`config.mk`:
```
export PLATFORM = sky130hd
export DESIGN_NAME = ned_config
export DESIGN_NICKNAME = d
export VERILOG_FILES = /design/src/rtl/ned_pkg.sv /design/src/rtl/ned_config.sv
export SDC_FILE = /design/constraint.sdc
export NUM_CORES = 1
export LEC_CHECK = 0
export BUFFER_PORTS_ARGS = -buffer_cell sky130_fd_sc_hd__buf_2
export CAP_MARGIN = 0
export CORE_UTILIZATION = 49
export CTS_BUF_LIST = sky130_fd_sc_hd__clkbuf_4 sky130_fd_sc_hd__clkbuf_8 sky130_fd_sc_hd__clkbuf_16
export DETAILED_ROUTE_END_ITERATION = 16
export GPL_TIMING_DRIVEN = 0
export HOLD_SLACK_MARGIN = 0.06
export PLACE_DENSITY = 0.77
export SLEW_MARGIN = 40
export SYNTH_ARGS = -nofsm -noshare
export SYNTH_HDL_FRONTEND = slang
export SYNTH_SLANG_ARGS = --single-unit
```
`constraint.sdc`:
```
create_clock -name clk -period 2 [get_ports clk]
set_clock_uncertainty 0.2 [all_clocks]
set_input_delay 0.4 -clock clk [delete_from_list [all_inputs] [get_ports clk]]
set_output_delay 0.4 -clock clk [all_outputs]
set_load 0.02 [all_outputs]
```
`src/rtl/ned_pkg.sv`:
```
// ----------------------------------------------------------------------------
// ned_pkg
// Shared constants, register codes and structs for the note event detector.
// ----------------------------------------------------------------------------
package ned_pkg;

  // Default geometry
  localparam int NOTE_COUNT_DEF = 128;
  localparam int TICK_BITS_DEF  = 16;

  // Fixed field widths
  localparam int STR_W  = 16;
  localparam int TICK_W = 16;
  localparam int NOTE_W = 7;
  localparam int VEL_W  = 7;
  localparam int PEAK_W = 16;

  // Notes per octave: distance to the octave-below note
  localparam int OCTAVE = 12;

  // Signed level width: strength minus up to about twice full scale
  localparam int LVL_W = 19;

  // Velocity scaling
  localparam int VEL_MAX   = 127;
  localparam int VEL_SHIFT = 20;

  // Output queue depth
  localparam int OUT_DEPTH = 4;

  // Configuration port
  localparam int APB_ADDR_W = 5;
  localparam int APB_DATA_W = 32;

  typedef enum logic [2:0] {
    REG_ON_THR   = 3'd0,
    REG_OFF_THR  = 3'd1,
    REG_OCT_GAIN = 3'd2,
    REG_MIN_LEN  = 3'd3,
    REG_VEL_GAIN = 3'd4
  } reg_idx_t;

  localparam logic [15:0] ON_THR_RST   = 16'd8192;
  localparam logic [15:0] OFF_THR_RST  = 16'd4096;
  localparam logic [15:0] OCT_GAIN_RST = 16'd0;
  localparam logic [15:0] MIN_LEN_RST  = 16'd2;
  localparam logic [15:0] VEL_GAIN_RST = 16'd4096;

  typedef struct packed {
    logic signed [15:0] on_thr;
    logic signed [15:0] off_thr;
    logic [15:0]        oct_gain;
    logic [15:0]        min_len;
    logic [15:0]        vel_gain;
  } cfg_t;

  // Finished note on its way to velocity scaling
  typedef struct packed {
    logic              valid;
    logic [TICK_W-1:0] start_tick;
    logic [TICK_W-1:0] stop_tick;
    logic [NOTE_W-1:0] note_number;
    logic [PEAK_W-1:0] peak;
  } cand_t;

  // Occupancy of the detector stages
  typedef struct packed {
    logic s1_busy;
    logic cand_busy;
  } flight_t;

  typedef struct packed {
    logic [TICK_W-1:0] start_tick;
    logic [TICK_W-1:0] stop_tick;
    logic [NOTE_W-1:0] note_number;
    logic [VEL_W-1:0]  velocity;
  } event_t;

endpackage

```
`src/rtl/ned_config.sv`:
```
// ----------------------------------------------------------------------------
// ned_config
// APB register file holding thresholds, gains and minimum note length.
// ----------------------------------------------------------------------------
module ned_config (
  input  logic                             clk,
  input  logic                             rst,
  input  logic                             psel,
  input  logic                             penable,
  input  logic                             pwrite,
  input  logic [ned_pkg::APB_ADDR_W-1:0]   paddr,
  input  logic [ned_pkg::APB_DATA_W-1:0]   pwdata,
  output logic [ned_pkg::APB_DATA_W-1:0]   prdata,
  output logic                             pready,
  output ned_pkg::cfg_t                    cfg
);
  import ned_pkg::*;

  logic     wr_en;
  reg_idx_t idx;

  assign pready = 1'b1;
  assign wr_en  = psel && penable && pwrite && pready;
  assign idx    = reg_idx_t'(paddr[APB_ADDR_W-1:2]);

  // Write registers on the access phase
  always_ff @(posedge clk) begin
    if (rst) begin
      cfg.on_thr   <= ON_THR_RST;
      cfg.off_thr  <= OFF_THR_RST;
      cfg.oct_gain <= OCT_GAIN_RST;
      cfg.min_len  <= MIN_LEN_RST;
      cfg.vel_gain <= VEL_GAIN_RST;
    end else if (wr_en) begin
      case (idx)
        REG_ON_THR:   cfg.on_thr   <= pwdata[15:0];
        REG_OFF_THR:  cfg.off_thr  <= pwdata[15:0];
        REG_OCT_GAIN: cfg.oct_gain <= pwdata[15:0];
        REG_MIN_LEN:  cfg.min_len  <= pwdata[15:0];
        REG_VEL_GAIN: cfg.vel_gain <= pwdata[15:0];
        default: ;
      endcase
    end
  end

  // Read back
  always_comb begin
    case (idx)
      REG_ON_THR:   prdata = APB_DATA_W'(cfg.on_thr[15:0]);
      REG_OFF_THR:  prdata = APB_DATA_W'(cfg.off_thr[15:0]);
      REG_OCT_GAIN: prdata = APB_DATA_W'(cfg.oct_gain);
      REG_MIN_LEN:  prdata = APB_DATA_W'(cfg.min_len);
      REG_VEL_GAIN: prdata = APB_DATA_W'(cfg.vel_gain);
      default:      prdata = '0;
    endcase
  end

endmodule

```
# --- Word level (Yosys, flattened, before mapping) ---
# Index checks and enable logic that the tools add are counted.
# Widths: inputs -> output; s select.
totals:
  ff_bits: 80
  in_bits: 42
  out_inout_bits: 113
  wordCells: 18
classes:
  n_eq_ne: 4
  n_mux: 1
  reduce_logical: 8
op_table:
  columns: ["cell", "count"]
  rows:
  - ["$pmux 16 s5", 1]
  - ["$reduce_and 2->1", 5]
  - ["$eq 3x2->1 const B", 2]
  - ["$eq 3x1->1 const B", 1]
  - ["$eq 3x3->1 const B", 1]
  - ["$logic_not 3->1", 1]
  - ["$logic_and 1x1->1", 2]

# --- Logic depth before layout (Yosys ltp) ---
depth:
  word_depth: 3
  depth_mapped: 6
  ltp_nobuf: 3

# --- Least setup slack after synthesis ---
# Ideal clock, no wire load.
synth_path:
  kind: "input port to output port"
  start: "input port paddr[3] (netlist bit)"
  end: "output port prdata[0] (netlist bit)"
  arrival_ns: 1.538
  required_time_ns: 1.400
  setup_slack_ns: -0.138
  cell_stages: 5
  path_buffers: 2
  cell_sequence: "buf_4 > nor2_2 > buf_2 > a22oi_1 > o22ai_1"
synth_via:
  elab_chain_len: 2
  elab_cells_between_ends: 6
  cone_classes: "4 x eq/ne; 1 x mux; 1 x reduce/logical"
synth_rtl:
  columns: ["element", "line", "rtl"]
  rows:
  - ["start, declared", "ned_config.sv:11", "input logic [ned_pkg::APB_ADDR_W-1:0] paddr,"]
  - ["$eq 3x3->1, or another cell as far along", "ned_config.sv:48", "case (idx)"]
  - ["$pmux 16 s5 *", "ned_config.sv:48", null]
  - ["end, declared", "ned_config.sv:13", "output logic [ned_pkg::APB_DATA_W-1:0] prdata,"]
# Mark *: on every way between the ends. The rest lies on a longest branch, timed or not.

# --- Worst setup path in the final report ---
layout_path:
  start: "input port paddr[2] (netlist bit)"
  end: "output port prdata[15] (netlist bit)"
# Same word-level chain as after synthesis.

==> metrics.txt <==
run status=complete, but fails checks; failing checks=setup timing; fin util=69.38%; Required @ worst endpoint=1400 ps; FILL cells=622; Core Area=0.007767 mm2; non-filler cells, final=645; fin. max-slew vios=0; Largest regs=cfg (80); Worst Path Max Fanout=4; Max clock buf depth=2; Syn Inst Count=386; EDFF count, synth=0; fmax=0.4882 GHz; Placed Instances=619; setup ws final=-48.48 ps; TritonCTS clock tree=yes; pwr dens=627.5 mW/mm2; CP max stage delay=220 ps; Post-synth top flop=dfxtp_1; Inserted Diodes=0; Hold WS=89.52 ps; min cycle time layout=2048 ps; Iter 0 DRT Violations=252; Die Area=0.008401 mm2; Hold Fails Final Rpt=0; Mapped Area=0.003939 mm2; cell family with most CP delay=buffers and inverters; worst-margin pin slew=899.8 ps; register bit total from synthesis=80; clk sinks=80; WP buf/inv=4; grt ovf=0; Peak VDD IR=0.0004393 V; drt first pass iters=5; CTS buffer count=9; worst hold path class=in -> reg; Routed Antenna Nets=0; combinational power share=12.3%; layout cells sized above 1=42.54%; Worst Setup End Kind=output pin; Tot GR Track Use=31.05%; root buffer cell=clkbuf_8; CP arrival=1450 ps; drt total wl=13,130 um; sequential share of power=47.7%; Net Switching=0.0008730 W; Routability Congestion=0.8242; fin crit share=102.4%; max reg flops=80; syn_area_per_cell=10.20 um2; post-DP HPWL=8380 um; vias in the first global route=3,507; RSZ-0062 raised after global routing=yes; Post-synth ARST share=0%; Most flops, register=cfg; Ports=155; Buffers on Ports=116; TNS Setup=-203.0 ps; internal cell power=0.002509 W; global-route wire length before repair=19,530 um; CP most frequent cell=buf_4; CP max stage cell=o22ai_1; headroom to the max-slew limit=39.55%; leak pwr=2.726 nW; Seq/Total Area, Yosys=40.66%; DR DRC count=0; Max H-tree Level=3; Setup crit start kind=input pin; largest net degree at the start of global routing=14; Final Power=0.003382 W; die width=91.66 um; Rows=32; synthesis-to-finish area growth=36.82%; CP Class=in -> out; Clock power frac=40.0%; die extent in y=91.66 um; routed via count=3,666; WL/cell=20.35 um; clk_lat worst skew=360 ps; Synth Warn #=0; # nets final=581; Switching Share=25.82%; Final setup viols=9; Max Cap Viol=0; Clock transition at path regs=80 ps; post-DR vias/cell=5.684; Initial Utilization=50.71%; Distinct cells, synth=29; CP cell instances=clkbuf_16, buf_12, nor2b_4, buf_4, a22oi_1, o22ai_1, buf_4; antenna violations before repair=0
==> placed cells by master (no fill, tap or decap), types with 2 or more instances in the layout <==
cell	netlist	layout
mux2_4	0	3
nand2b_1	92	92
clkbuf_16	0	2
clkbuf_2	0	2
dfxtp_2	0	6
clkbuf_1	14	10
buf_4	21	36
dfxtp_1	80	74
buf_12	0	4
nor2b_4	0	2
nor2_1	5	5
and3_1	3	3
o22ai_2	0	10
mux2i_1	79	79
a22oi_2	0	14
bufinv_16	0	2
clkbuf_8	0	11
o22ai_1	16	6
conb_1	2	17
buf_2	7	103
a22oi_1	30	16
buf_6	4	13
mux2_2	16	13
==> cells by family after synthesis <==
| family | Yosys count | share of synthesized area [%] |
|---|---|---|
| AND/OR/NAND/NOR | 112 | 18.07 |
| buffers and inverters | 47 | 7.465 |
| other | 2 | 0.1907 |
| flip-flops | 80 | 40.66 |
| AO/OA/AOI/OAI | 50 | 8.958 |
| multiplexers | 95 | 24.65 |
==> power groups by stage <==
stage | sequential [W] | clock (W) | combinational [W]
5_1_grt | 0.00162 | 0.00141 | 0.000431
3_3_place_gp | 0.00165 | 0 | 0.000336
2_1_floorplan | 0.00166 | 0 | 0.000217
3_5_place_dp | 0.00165 | 0 | 0.000341
6_report | 0.00161 | 0.00135 | 0.000416
4_1_cts | 0.00161 | 0.00134 | 0.000390
==> metrics by stage <==
step                      area, um2  setup slack [ps]
final                          5389            -48.48
after global routing           5389            -131.6
after CTS                      5288            -40.01
after detailed placement       4781            -434.7
after global placement         4780            -431.5
after floorplan                4071             16.07
==> path summary, 6_finish.rpt <==
path / startpoint / depth (start not counted) / slack [ps] / endpoint
max: paddr[2] / 7 / -50 / prdata[15]
min: pwdata[13] / 2 / 90 / cfg[77]
min reg2reg: cfg[25] / 2 / 290 / cfg[25]
max reg2reg: cfg[77] / 2 / 910 / cfg[77]
==> metal layers <==
| metal | global-route usage [%] | vias to the layer above | part of all wire [%] |
|---|---|---|---|
| li1 | - | 1620 | - |
| met1 | 39.22 | 1777 | 41 |
| met2 | 48.81 | 221 | 47 |
| met3 | 6.136 | 48 | 8.7 |
| met4 | 18.92 | 0 | 4.0 |
| met5 | 0 | - | 0 |
==> synthesized netlist by cell type (2+ instances only) <==
cell | instances | area, um2
and3_1 | 3 | 18.77
buf_6 | 4 | 45.04
nor2_1 | 5 | 18.77
mux2i_1 | 79 | 790.8
mux2_2 | 16 | 180.2
conb_1 | 2 | 7.510
dfxtp_1 | 80 | 1602
clkbuf_1 | 14 | 52.55
buf_2 | 7 | 35.03
nand2b_1 | 92 | 575.6
buf_4 | 21 | 157.7
nor2b_1 | 2 | 12.51
a22oi_1 | 30 | 225.2
o22ai_1 | 16 | 100.1
==> cell type report <==
type / instances / area, um2 / share of cell area (%)
Inverter: 1 / 3.754 / 0.06965
Timing Repair Buffer: 127 / 802.0 / 14.88
Sequential cell: 80 / 1609 / 29.86
Clock inverter: 5 / 81.33 / 1.509
Buffer: 46 / 364.1 / 6.756
Multi-Input combinational cell: 274 / 2263 / 42.00
Tap cell: 102 / 127.6 / 2.368
Clock buffer: 10 / 137.6 / 2.554
==> timing repair <==
item / CTS / global route
cloned: 1 / 2
setup buffers: 7 / 1
resized for setup: 56 / 15
setup endpoints to repair: 16 / 16
pin swaps: 9 / 0
hold buffers: 0 / 0
No activity file was read; power rests on OpenSTA's default activity.
