===== src/rtl/ned_pkg.sv =====
// ----------------------------------------------------------------------------
// ned_pkg
// Shared constants, register codes and structs for the note event detector.
// ----------------------------------------------------------------------------
package ned_pkg;

  // Default geometry
  localparam int NOTE_COUNT_DEF = 128;
  localparam int TICK_BITS_DEF  = 16;

  // Fixed field widths
  localparam int STR_W  = 16;
  localparam int TICK_W = 16;
  localparam int NOTE_W = 7;
  localparam int VEL_W  = 7;
  localparam int PEAK_W = 16;

  // Notes per octave: distance to the octave-below note
  localparam int OCTAVE = 12;

  // Signed level width: strength minus up to about twice full scale
  localparam int LVL_W = 19;

  // Velocity scaling
  localparam int VEL_MAX   = 127;
  localparam int VEL_SHIFT = 20;

  // Output queue depth
  localparam int OUT_DEPTH = 4;

  // Configuration port
  localparam int APB_ADDR_W = 5;
  localparam int APB_DATA_W = 32;

  typedef enum logic [2:0] {
    REG_ON_THR   = 3'd0,
    REG_OFF_THR  = 3'd1,
    REG_OCT_GAIN = 3'd2,
    REG_MIN_LEN  = 3'd3,
    REG_VEL_GAIN = 3'd4
  } reg_idx_t;

  localparam logic [15:0] ON_THR_RST   = 16'd8192;
  localparam logic [15:0] OFF_THR_RST  = 16'd4096;
  localparam logic [15:0] OCT_GAIN_RST = 16'd0;
  localparam logic [15:0] MIN_LEN_RST  = 16'd2;
  localparam logic [15:0] VEL_GAIN_RST = 16'd4096;

  typedef struct packed {
    logic signed [15:0] on_thr;
    logic signed [15:0] off_thr;
    logic [15:0]        oct_gain;
    logic [15:0]        min_len;
    logic [15:0]        vel_gain;
  } cfg_t;

  // Finished note on its way to velocity scaling
  typedef struct packed {
    logic              valid;
    logic [TICK_W-1:0] start_tick;
    logic [TICK_W-1:0] stop_tick;
    logic [NOTE_W-1:0] note_number;
    logic [PEAK_W-1:0] peak;
  } cand_t;

  // Occupancy of the detector stages
  typedef struct packed {
    logic s1_busy;
    logic cand_busy;
  } flight_t;

  typedef struct packed {
    logic [TICK_W-1:0] start_tick;
    logic [TICK_W-1:0] stop_tick;
    logic [NOTE_W-1:0] note_number;
    logic [VEL_W-1:0]  velocity;
  } event_t;

endpackage


===== src/rtl/ned_event.sv =====
// ----------------------------------------------------------------------------
// ned_event
// Velocity scaling and output queue. Input ready reserves a queue slot for
// every item still in the detector.
// ----------------------------------------------------------------------------
module ned_event (
  input  logic             clk,
  input  logic             rst,
  input  ned_pkg::cfg_t    cfg,
  input  ned_pkg::cand_t   cand,
  input  ned_pkg::flight_t flight,
  output logic             in_ready,
  output logic             out_valid,
  input  logic             out_ready,
  output ned_pkg::event_t  out_item
);
  import ned_pkg::*;

  localparam int PB = $clog2(OUT_DEPTH);

  logic [31:0]              vel_prod;
  logic [32:0]              vel_sum;
  logic [32-VEL_SHIFT:0]    vel_raw;
  logic [VEL_W-1:0]         vel;
  event_t                   q [OUT_DEPTH];
  logic [PB-1:0]            wr_ptr;
  logic [PB-1:0]            rd_ptr;
  logic [PB:0]              count;
  logic [PB+1:0]            pending;
  logic                     push;
  logic                     pop;

  // Velocity: round(peak * gain / 2^20), capped
  always_comb begin
    vel_prod = 32'(cand.peak) * 32'(cfg.vel_gain);
    vel_sum  = {1'b0, vel_prod} + (33'd1 << (VEL_SHIFT - 1));
    vel_raw  = vel_sum[32:VEL_SHIFT];
    vel      = (vel_raw > ($bits(vel_raw))'(VEL_MAX)) ? VEL_W'(VEL_MAX)
                                                       : vel_raw[VEL_W-1:0];
  end

  assign push      = cand.valid;
  assign out_valid = (count != '0);
  assign pop       = out_valid && out_ready;
  assign out_item  = q[rd_ptr];

  // Accept only while every item in flight has a slot
  always_comb begin
    pending  = (PB+2)'(count) + (PB+2)'(flight.s1_busy) + (PB+2)'(flight.cand_busy);
    in_ready = (pending < (PB+2)'(OUT_DEPTH));
  end

  // Queue storage
  always_ff @(posedge clk) begin
    if (push) begin
      q[wr_ptr] <= '{start_tick:  cand.start_tick,
                     stop_tick:   cand.stop_tick,
                     note_number: cand.note_number,
                     velocity:    vel};
    end
  end

  // Queue pointers
  always_ff @(posedge clk) begin
    if (rst) begin
      wr_ptr <= '0;
      rd_ptr <= '0;
      count  <= '0;
    end else begin
      if (push) begin
        wr_ptr <= wr_ptr + 1'b1;
      end
      if (pop) begin
        rd_ptr <= rd_ptr + 1'b1;
      end
      case ({push, pop})
        2'b10:   count <= count + 1'b1;
        2'b01:   count <= count - 1'b1;
        default: count <= count;
      endcase
    end
  end

endmodule


===== config.mk =====
export PLATFORM = sky130hd
export DESIGN_NAME = ned_event
export DESIGN_NICKNAME = d
export VERILOG_FILES = /design/src/rtl/ned_pkg.sv /design/src/rtl/ned_event.sv
export SDC_FILE = /design/constraint.sdc
export NUM_CORES = 1
export LEC_CHECK = 0
export CORE_UTILIZATION = 59
export DETAILED_ROUTE_END_ITERATION = 7
export DONT_BUFFER_PORTS = 1
export PLACE_DENSITY = 0.78
export SYNTH_ARGS = -nofsm -noshare
export SYNTH_HDL_FRONTEND = slang
export SYNTH_SLANG_ARGS = --single-unit

===== constraint.sdc =====
create_clock -name clk -period 6.8 [get_ports clk]
set_clock_uncertainty 0.2 [all_clocks]
set_input_delay 0.34 -clock clk [delete_from_list [all_inputs] [get_ports clk]]
set_output_delay 0.34 -clock clk [all_outputs]
set_load 0.005 [all_outputs]

Word-level counts from Yosys, hierarchy flattened

Memories as Yosys holds them, arrays and structs flattened. A register that Yosys moved wholly into a read port is not among the register bits.
Cells that the tools add are included.

Bits in registers: 7
Latch bits: 0
RAM bits: 184
Bits in read-only memories: 0
Bits of input ports: 141
Output and inout bits: 48
Word-level logic and storage cells: 25
Memories kept: 1

Memory list:

| name | words | bits a word | rd ports | clocked after memory_dff | wr ports | line            | RTL |
|---|---|---|---|---|---|---|---|
| q    | 4     | 46          | 1        | 1                        | 1        | ned_event.sv:25 | `event_t q [OUT_DEPTH];` |

Add/subtract/negate cells: 7
$mul: 1
Div/mod/pow operators: 0
$lt $le $gt $ge: 2
Equality and inequality tests: 2
Shifts and indexed selects: 0
Muxes and demuxes: 6
Bitwise logic cells: 0
Reductions and logical operators: 3

Operators with widths:

| operator               | number |
|---|---|
| $add 32x20->33 const B | 1 |
| $mul 16x16->32         | 1 |
| $gt 13x7->1 const B    | 1 |
| $mux 7                 | 1 |
| $pmux 3 s2             | 1 |
| $add 2x1->2 const B    | 2 |
| $add 3x1->4            | 1 |
| $add 4x1->4            | 1 |
| $lt 4x3->1 const B     | 1 |
| $mux 2                 | 2 |
| $add 3x1->3 const B    | 1 |
| $reduce_bool 3->1      | 1 |
| $sub 3x1->3 const B    | 1 |
| $eq 2x1->1 const B     | 1 |
| $eq 2x2->1 const B     | 1 |
| $mux 1                 | 2 |
| $reduce_bool 2->1      | 1 |
| $logic_and 1x1->1      | 1 |

Longest topological paths before layout

Depth in word-level cells: 4
Gate-level depth with buffers: 22

Worst setup path before layout

No wires, ideal clock.

Path type: input-to-reg
Start point: input cfg[1] in the netlist's numbering
End point: memory q[0][2] in the netlist's numbering (data pin)
Arrival: 5854 ps
Slack: 456 ps
Stages on the path: 20
Buffers on the path: 1
Cells stage by stage: clkbuf_1 nand2_1 fa_1 fa_1 inv_1 fa_1 fa_1 fa_1 inv_1 fa_1 inv_1 ha_1 a21o_1 a221o_1 or2_1 o21bai_4 and2_4 a221oi_2 o2111a_2 nand4bb_1

Word-level cells in the longest chain between the ends: 4

Ends and longest elaborated chain:

| element          | line            | RTL |
|---|---|---|
| from (decl)      | ned_event.sv:9  | `input ned_pkg::cfg_t cfg,` |
| $mul 16x16->32 * | ned_event.sv:35 | `vel_prod = 32'(cand.peak) * 32'(cfg.vel_gain);` |
| $add 32x20->33 * | ned_event.sv:36 | `vel_sum = {1'b0, vel_prod} + (33'd1 << (VEL_SHIFT - 1));` |
| $gt 13x7->1      | ned_event.sv:38 | `vel = (vel_raw > ($bits(vel_raw))'(VEL_MAX)) ? VEL_W'(VEL_MAX)` |
| $mux 7 *         | ned_event.sv:38 |  |
| named net vel[2] | ned_event.sv:24 | `logic [VEL_W-1:0] vel;` |
| to (decl)        | ned_event.sv:25 |  |

Mark *: on every way through the listed nets, which the timed path passes. The rest lies on a longest branch.

Worst setup path in the final report

Start point: input cand[14] in the netlist's numbering
End point: memory q[1][2] in the netlist's numbering (data pin)

Word-level cells in the longest chain between the ends: 4

Ends and longest elaborated chain:

| element          | line            | RTL |
|---|---|---|
| from (decl)      | ned_event.sv:10 | `input ned_pkg::cand_t cand,` |
| $mul 16x16->32 * | ned_event.sv:35 |  |
| $add 32x20->33 * | ned_event.sv:36 |  |
| $gt 13x7->1      | ned_event.sv:38 |  |
| $mux 7 *         | ned_event.sv:38 |  |
| named net vel[2] | ned_event.sv:24 |  |

Marks and branches as above.

==> impl_metrics.csv <==
group,metric,value,unit
outcome,outcome,"finished, violations left",
outcome,violations,"design-rule violations",
sta,slew_headroom,37.8,%
sta,drv_slew,0,
worst_setup_path,cp_num_buf_inv,4,
sta,fmax,0.162,GHz
worst_setup_path,path_delay_family,"adder cells",
floorplan,die_w,165,microns
hold_path,min_path_type,"in -> reg",
final_layout,syn_to_final_growth,8.12,%
worst_setup_path,cpPeakStageDelay,0.54,ns
floorplan,io_pins,189,
worst_setup_path,worstReg2RegStart,"count[0]",
yosys,ys_top_cells_by_count,"248 x inv_1, 195 x fa_1, 184 x edfxtp_1",
detailed_routing,vias,9608,
detailed_routing,avgRoutedWirePerCell,20.1,microns
final_layout,layout.nets,1771,
sta,rsz0062_at_grt,"false",
detailed_routing,first_iter_violations,728,
yosys,synthArstFlopShare,0,%
place,dp.cells,1587,
sta,finalSetupTns,0,ns
worst_setup_path,crit_top_cell,"fa_1",
clock_network,cts_buffer_depth,2,
worst_setup_path,crit_arrival,6.08,ns
worst_setup_path,ff2ff_path_depth,8,
power_and_ir_drop,p_leak,7.28,nW
sta,period_share,90.5,%
final_layout,fin_area,17000,sq um
floorplan,die_h,165,microns
yosys,syn_area,15700,sq um
worst_setup_path,path_cells,"and2_1 -> fa_1 -> inv_1 -> fa_1 -> inv_1 -> fa_1 -> fa_1 -> fa_1 -> inv_1 -> fa_1 -> inv_1 -> ha_1 -> and3_4 -> and3b_2 -> o41ai_1 -> o21ai_1 -> or3_1 -> o41ai_1 -> o2111a_2 -> nand4bb_1",
yosys,synth_seq_area_share,36.2,%
yosys,netlist.area_leader.share,35.1,%
clock_network,cts_root_buf,"clkbuf_16",
place,gp_congestion,0.838,
sta,tightest_slew,0.933,ns
floorplan,die_area,27300,sq um
clock_network,htree_levels,4,
yosys,netlist_top_cells_area,"edfxtp_1 35%, fa_1 25%, ha_1 9.8%",
floorplan,rows,59,
clock_network,cts_made_buffers,17,
global_routing,antenna_found_initial,2,
yosys,ys_ff_latch,193,
global_routing,overflow,0,
final_layout,fillCellCount,1939,
sta,min_period,6.16,ns
worst_setup_path,endpoint_kind,"register",
yosys,synth_top_area_cell,"edfxtp_1",
clock_network,post_cts_resized,0,
yosys,netlist-cell-type-count,53,
yosys,synth_cells,1298,
worst_setup_path,path_max_fanout,16,
final_layout,final_cells,1662,
global_routing,grt_pass1_vias,10300,
global_routing,grt_pass1_wl,53.6,mm
detailed_routing,routed_via_density,5.78,
yosys,synth-edff-count,184,
worst_setup_path,critPathKind,"in -> reg",
worst_setup_path,startpoint_type,"input port",
hold_path,hold_path_depth,3,
worst_setup_path,crit_required,6.73,ns
global_routing,grt.total_usage,26.1,%
final_layout,multiInputGateArea,8920,sq um
clock_network,clk_pin_slew,0.07,ns
clock_network,insertion_delay,0.43,ns
power_and_ir_drop,power.density,455,nW/um^2
yosys,yosysMostFrequentCell,"inv_1",
hold_path,hp-start,"out_ready",
place,hpwlAfterDp,23.2,mm
yosys,syn_nets,1757,
sta,setup_viol,0,
floorplan,start_util,60.3,%
global_routing,grt_max_degree,47,
detailed_routing,drc,21,
detailed_routing,drtPass1Iterations,7,
yosys,synth_ff_type,"edfxtp_1",
clock_network,clock_sinks,193,
clock_network,cts_tree,"built",
place,place_area,16000,sq um
worst_setup_path,cp_slowest_cell,"fa_1",
sta,finalHoldViolCount,0,
worst_setup_path,r2r-end,"count[2]",
yosys,synth_warnings,0,
detailed_routing,wl,33.5,mm
yosys,synth.avg_cell_area,12.1,sq um
place,io_buffers,0,
worst_setup_path,reg2reg_slack,4.54,ns
power_and_ir_drop,vdd_ir_drop_max,0.479,mV
job,maxCapViolCount,0,
floorplan,core-area,26100,sq um
final_layout,seq_area,5710,sq um
final_layout,drive_gt1_share,7.62,%
detailed_routing,postRouteAntennaNets,0,
==> through the flow <==
| step | hold slack (ns) | util [%] | setup slack, ns | power, W |
|---|---|---|---|---|
| after floorplan | 0.239 | - | 0.456 | 0.00555 |
| after global placement | 0.205 | 61.3 | 0.380 | 0.00656 |
| after detailed placement | 0.208 | 61.3 | 0.266 | 0.00670 |
| after CTS | 0.0647 | 65.1 | 0.681 | 0.00774 |
| after global routing | 0.106 | 65.2 | 0.393 | 0.00849 |
| final | 0.0882 | 65.2 | 0.645 | 0.00775 |
==> tightest hold or removal path, stage by stage <==
cell	delay (ns)
and2_1	0.17
xnor2_1	0.10
nor2_1	0.08
==> what timing repair did <==
action	in CTS	in global routing
hold endpoints to repair	165	0
hold buffers	41	0
buffers inserted	0	0
==> how the worst max path moves through the flow <==
stage                     startpoint  endpoint  slack [ns]  cells after the start
after floorplan               cfg[1]   q[0][2]        0.46                     20
after detailed placement    cand[14]   q[1][2]        0.27                     20
after global placement      cand[14]   q[0][2]        0.38                     20
after global routing        cand[14]   q[1][2]        0.39                     20
after CTS                   cand[14]   q[1][2]        0.68                     20
final                       cand[14]   q[1][2]        0.64                     20
==> state kept, by name, indices dropped and copies added, names as in the netlist, named ones only <==
signal / flops
count: 3
q: 184
rd_ptr: 2
wr_ptr: 2
==> cell families after synthesis <==
group / after synthesis / share of synthesized area [%]
AO/OA/AOI/OAI: 73 / 3.24
XOR/XNOR: 16 / 0.890
adder cells (fa/ha/maj): 318 / 34.6
buffers and inverters: 301 / 7.17
flip-flops: 193 / 36.2
multiplexers: 49 / 6.77
AND/OR/NAND/NOR: 348 / 11.1
==> per-layer routing <==
layer  global-route usage, %  wire length (microns)  vias to the layer above  share of wire (%)
li1                        -                      -                     4261                  -
met1                    32.6                  13000                     4908                 39
met2                    45.9                  17400                      374                 52
met3                    4.65                   2150                       65                6.4
met4                    8.97                    877                        0                2.6
met5                       0                      0                        -                  0
==> final cells by class <==
class                   instances  share of cell area, %
multi-input cells             804                   52.4
flip-flops and latches        193                   33.5
inverters                     248                   5.47
clock buffers                  24                   3.03
repair buffers                 48                   2.72
well taps                     335                   2.46
clock inverters                 8                  0.382
diodes                          2                 0.0294
==> cell usage in the layout (no fill, tap or decap), drive strengths merged, types with 5 or more instances in the layout <==
master	instances
inv	252
fa	195
edfxtp	184
nand2	144
and2	132
ha	123
mux4	46
dlygate4sd3	41
nor2	25
clkbuf	24
a21oi	22
o21ai	14
nor3	12
xnor2	9
dfxtp	9
nand4	8
a21o	7
nand3	7
xor2	7
buf	7
and3	5
==> where the power goes <==
group | internal (W) | switching, W
registers | 0.00147 | 0.0000898
logic | 0.00224 | 0.00298
clock network | 0.000540 | 0.000440
total | 0.00424 | 0.00351
(Power assumes the default switching activity.)
